===== src/design/segmented_prime_sieve_core_macros.svh =====
// Assertion macros shared by the sieve design files
`ifndef SEGMENTED_PRIME_SIEVE_CORE_MACROS_SVH
`define SEGMENTED_PRIME_SIEVE_CORE_MACROS_SVH

// implication checked at every edge outside reset
`define SPS_ASSERT_IMP(label, clk, rst_n, ante, cons) \
    label: assert property (@(posedge clk) disable iff (!rst_n) (ante) |-> (cons)) \
        else $error("assertion failed");

// implication whose consequent is checked in the next cycle
`define SPS_ASSERT_NEXT(label, clk, rst_n, ante, cons) \
    label: assert property (@(posedge clk) disable iff (!rst_n) (ante) |=> (cons)) \
        else $error("assertion failed");

`endif


===== src/design/sps_pkg.sv =====
// ----------------------------------------------------------------------------
// sps_pkg
// Shared constants and types for the segmented prime sieve.
// ----------------------------------------------------------------------------
`timescale 1ns / 1ps

package sps_pkg;
    localparam int SEGMENT_SIZE = 1024;
    localparam int MAX_PRIMES   = 65536;
    localparam int SEG_W        = $clog2(SEGMENT_SIZE);
    localparam int IDX_W        = $clog2(MAX_PRIMES);
    localparam int CNT_W        = IDX_W + 1;
    localparam int TOT_W        = 17;
    localparam int QDEPTH       = 2;

    typedef struct packed {
        logic [31:0] limit;
        logic [15:0] position;
    } t_query;
endpackage


===== src/design/sps_front.sv =====
// ----------------------------------------------------------------------------
// sps_front
// Query intake: registers accepted queries into a short queue for the engine.
// ----------------------------------------------------------------------------
`timescale 1ns / 1ps

module sps_front (
    input  logic          i_clk,
    input  logic          i_rst_n,
    input  logic          i_start,
    input  logic [31:0]   i_limit,
    input  logic [15:0]   i_position,
    output logic          o_busy,
    output logic          o_q_valid,
    output sps_pkg::t_query o_q_data,
    input  logic          i_q_pop
);
    import sps_pkg::*;

    t_query     r_mem [QDEPTH];
    logic       r_wp, r_rp;
    logic [1:0] r_cnt;
    logic       w_push;

    assign o_busy    = (r_cnt == 2'(QDEPTH));
    assign w_push    = i_start && !o_busy;
    assign o_q_valid = (r_cnt != 2'd0);
    assign o_q_data  = r_mem[r_rp];

    always_ff @(posedge i_clk) begin
        if (w_push) begin
            r_mem[r_wp] <= '{limit: i_limit, position: i_position};
        end
        if (!i_rst_n) begin
            r_wp  <= 1'b0;
            r_rp  <= 1'b0;
            r_cnt <= 2'd0;
        end else begin
            if (w_push) r_wp <= ~r_wp;
            if (i_q_pop) r_rp <= ~r_rp;
            r_cnt <= r_cnt + 2'(w_push) - 2'(i_q_pop);
        end
    end

`include "segmented_prime_sieve_core_macros.svh"
    `SPS_ASSERT_IMP(a_no_pop_empty, i_clk, i_rst_n, i_q_pop, o_q_valid)
    `SPS_ASSERT_IMP(a_cnt_range, i_clk, i_rst_n, 1'b1, r_cnt <= 2'(QDEPTH))
    `SPS_ASSERT_NEXT(a_push_counts, i_clk, i_rst_n, w_push && !i_q_pop, r_cnt != 2'd0)
endmodule


===== config.mk =====
export PLATFORM = sky130hd
export DESIGN_NAME = sps_front
export DESIGN_NICKNAME = d
export VERILOG_FILES = /design/src/design/sps_pkg.sv /design/src/design/sps_front.sv
export VERILOG_INCLUDE_DIRS = /design/src /design/src/design
export SDC_FILE = /design/constraint.sdc
export NUM_CORES = 1
export LEC_CHECK = 0
export BUFFER_PORTS_ARGS = -buffer_cell sky130_fd_sc_hd__buf_4
export CAP_MARGIN = 0
export CORE_MARGIN = 4
export CORE_UTILIZATION = 52
export DETAILED_ROUTE_END_ITERATION = 7
export PLACE_DENSITY = 0.79
export SLEW_MARGIN = 20
export SYNTH_ARGS = -nofsm -noshare
export SYNTH_HDL_FRONTEND = slang
export SYNTH_SLANG_ARGS = --single-unit

===== constraint.sdc =====
create_clock -name i_clk -period 4.31 [get_ports i_clk]
set_clock_uncertainty 0.2 [all_clocks]
set_input_delay 0.2155 -clock i_clk [delete_from_list [all_inputs] [get_ports i_clk]]
set_output_delay 0.2155 -clock i_clk [all_outputs]
set_load 0.005 [all_outputs]

==> flow_summary.json <==
{
  "area_delta_synth_final_pct": 41.6,
  "critical_path_class": "flip-flop to primary output",
  "hpwl_um": 4510,
  "status": "finished clean",
  "peakVddDrop_mv": 0.245,
  "place_ws_ps": 2090,
  "setup_violations": 0,
  "die_w_um": 93.1,
  "ys_ff_latch": 101,
  "syn_inst": 174,
  "yosys_warnings": 0,
  "fp-row-count": 30,
  "n_antenna_cell": 0,
  "period_share": 0.582,
  "cap_violations": 0,
  "r2r_start": "r_cnt[0]",
  "drive_gt1_frac": 0.499,
  "grt_pass1_wl_um": 11000,
  "tightest_slew_ps": 694,
  "synth-simple-area-share": 0.0143,
  "slew_headroom": 0.536,
  "instances_no_fill": 433,
  "slowest_stage": "dfxtp_2",
  "wl_um": 7040,
  "worstPathMaxFanout": 29,
  "drt-pass1-iter-count": 4,
  "cp.arrival_ps": 2090,
  "htreeDepth": 3,
  "postLayoutCellArea_mm2": 0.00534,
  "finalHoldViolations": 0,
  "yosysUniqueCellTypes": 17,
  "grt_util_met3": 0.0386,
  "dp.cells": 368,
  "cp.required_ps": 3890,
  "synth_xor_area_frac": 0.00697,
  "grt_pass1_vias": 2178,
  "syn-num-nets": 228,
  "whs_path_depth": 3,
  "r2r_cells": 4,
  "yosysTopAreaCell": "edfxtp_1",
  "async_flop_share": 0,
  "max_freq_ghz": 0.399,
  "die_area_mm2": 0.00867,
  "ant_nets": 0,
  "gr-usage-all-layers": 0.172,
  "cts_tree": "done",
  "crit_path_cell_trace": "buf_4 > mux2_2 > buf_4",
  "ioPinCount": 102,
  "ys.flop_type": "edfxtp_1",
  "drc": 0,
  "clock_latency_ps": 340,
  "synth.avg_cell_area_um2": 21.7,
  "synthAdderAreaFrac": 0.00664,
  "drt_iter0_drc": 108,
  "core-area_mm2": 0.00691,
  "antenna_found_initial": 0,
  "reg2reg_slack_ps": 2090,
  "clk_pin_slew_ps": 80,
  "io_buffers": 101,
  "worst-path-buf-inv": 2,
  "post_cts_buffers": 0,
  "seq_area_frac_synth": 0.792,
  "setup-tns-final_ps": 0,
  "drv_slew": 0,
  "hold_path_end": "r_wp",
  "critPathLaunchType": "flip-flop",
  "wl_per_cell_um": 16.2,
  "grtUsageMet1": 0.210,
  "cts_buffers": 9,
  "synth-compound-area-share": 0,
  "min_period_ps": 2510,
  "vias": 2059,
  "nNetsFinal": 387,
  "netlist_top_cells_area": "edfxtp_1, mux2_2, mux2_4",
  "power_density_mw_per_mm2": 449,
  "leakagePower_nw": 2.08,
  "fillers": 401,
  "vias_per_cell": 4.76,
  "clockBufferDepth": 2,
  "synth_top_area_frac": 0.765,
  "cp-end-kind": "primary output",
  "rsz0062_at_grt": "false",
  "fin_worst_hold_slack_ps": 72.6,
  "muxShareOfSynthArea": 0.166,
  "cpPeakStageDelay_ps": 700,
  "synth_top_family_by_area": "multiplexers",
  "path_delay_family": "flip-flops",
  "fin_util": 0.773,
  "initial_core_util": 0.546,
  "grt_overflow_total": 0,
  "placed_area_mm2": 0.00463,
  "synth_area_mm2": 0.00377,
  "synth_edf_count": 96,
  "power.total_mw": 2.39,
  "critPathMostFrequentCell": "buf_4",
  "top_usage_layer": "met2",
  "hp-start": "i_start",
  "gp_routability_congestion": 0.672,
  "setup_slack_ps": 1800,
  "cts.sinks": 101,
  "reg2reg_to": "r_mem[0][8]",
  "cts_root_buf": "clkbuf_8",
  "grt_max_degree": 49,
  "grt_use_met2": 0.291,
  "die_height_um": 93.1,
  "hp-class": "input pin to flip-flop"
}
==> what timing repair did <==
action                                 in CTS  in global routing
resized for setup                           0                  0
endpoints found under the hold margin     101                  0
hold buffers                               50                  0
==> cells in the mapped netlist (2+ instances only) <==
library cell	instances
nand2b_1	2
mux2_2	28
ha_1	2
buf_6	3
buf_2	2
inv_1	3
mux2_4	20
dfxtp_1	5
xnor2_1	2
nand2_1	2
nor2_1	4
edfxtp_1	96
==> where the power goes <==
part	leakage, nW	switching (mW)	total (mW)	internal (mW)
combinational	1.04	0.204	0.494	0.290
clock	0.0998	0.289	0.610	0.321
sequential	0.937	0.0474	1.29	1.24
total	2.08	0.541	2.39	1.85
==> logic make-up after synthesis <==
family,after synthesis
muxes,49
DFF,101
xor gates and xnor gates,3
adders and majority gates,2
and+or+nand+nor,11
buffers and inverters,8
==> area by class of cell <==
cell class,count,area [um^2],share of cell area
clock buffers,10,128,0.0239
clock inverters,5,76.3,0.0143
inverters,3,11.3,0.00211
multi-input cells,65,743,0.139
flip-flops and latches,101,2980,0.559
well taps,96,120,0.0225
repair buffers,153,1270,0.239
==> tightest hold or removal path, delay by kind of cell <==
family / cells / cell delay [ps]
mux: 1 / 140
buf+inv: 1 / 90
simple gates: 1 / 120
==> layer usage <==
layer,share of wire,wire (um)
met1,0.41,2870
met2,0.53,3710
met3,0.051,362
met4,0.013,93
met5,0,0
==> how the worst max path moves through the flow <==
| stage | end | depth (start not counted) |
|---|---|---|
| floorplan | r_mem[0][0] | 3 |
| global placement | r_mem[0][17] | 4 |
| detailed placement | r_mem[0][22] | 4 |
| CTS | o_q_data[22] | 3 |
| global route | o_q_data[20] | 3 |
| finish | o_q_data[22] | 3 |
==> registers in the layout (all words and copies together), names as in the netlist, named ones only <==
signal,count
r_mem,96
r_cnt,2
r_rp,1
r_wp,1
==> placed cells by master (no fill, tap or decap), drive strengths merged, types with 3 or more instances in the layout <==
| master | synthesis | routed |
|---|---|---|
| buf | 5 | 103 |
| dfxtp | 5 | 5 |
| clkbuf | 0 | 10 |
| edfxtp | 96 | 96 |
| mux2 | 48 | 48 |
| nor2 | 4 | 4 |
| dlygate4sd3 | 0 | 50 |
| inv | 3 | 3 |
Power figures use the tool's default switching activity.
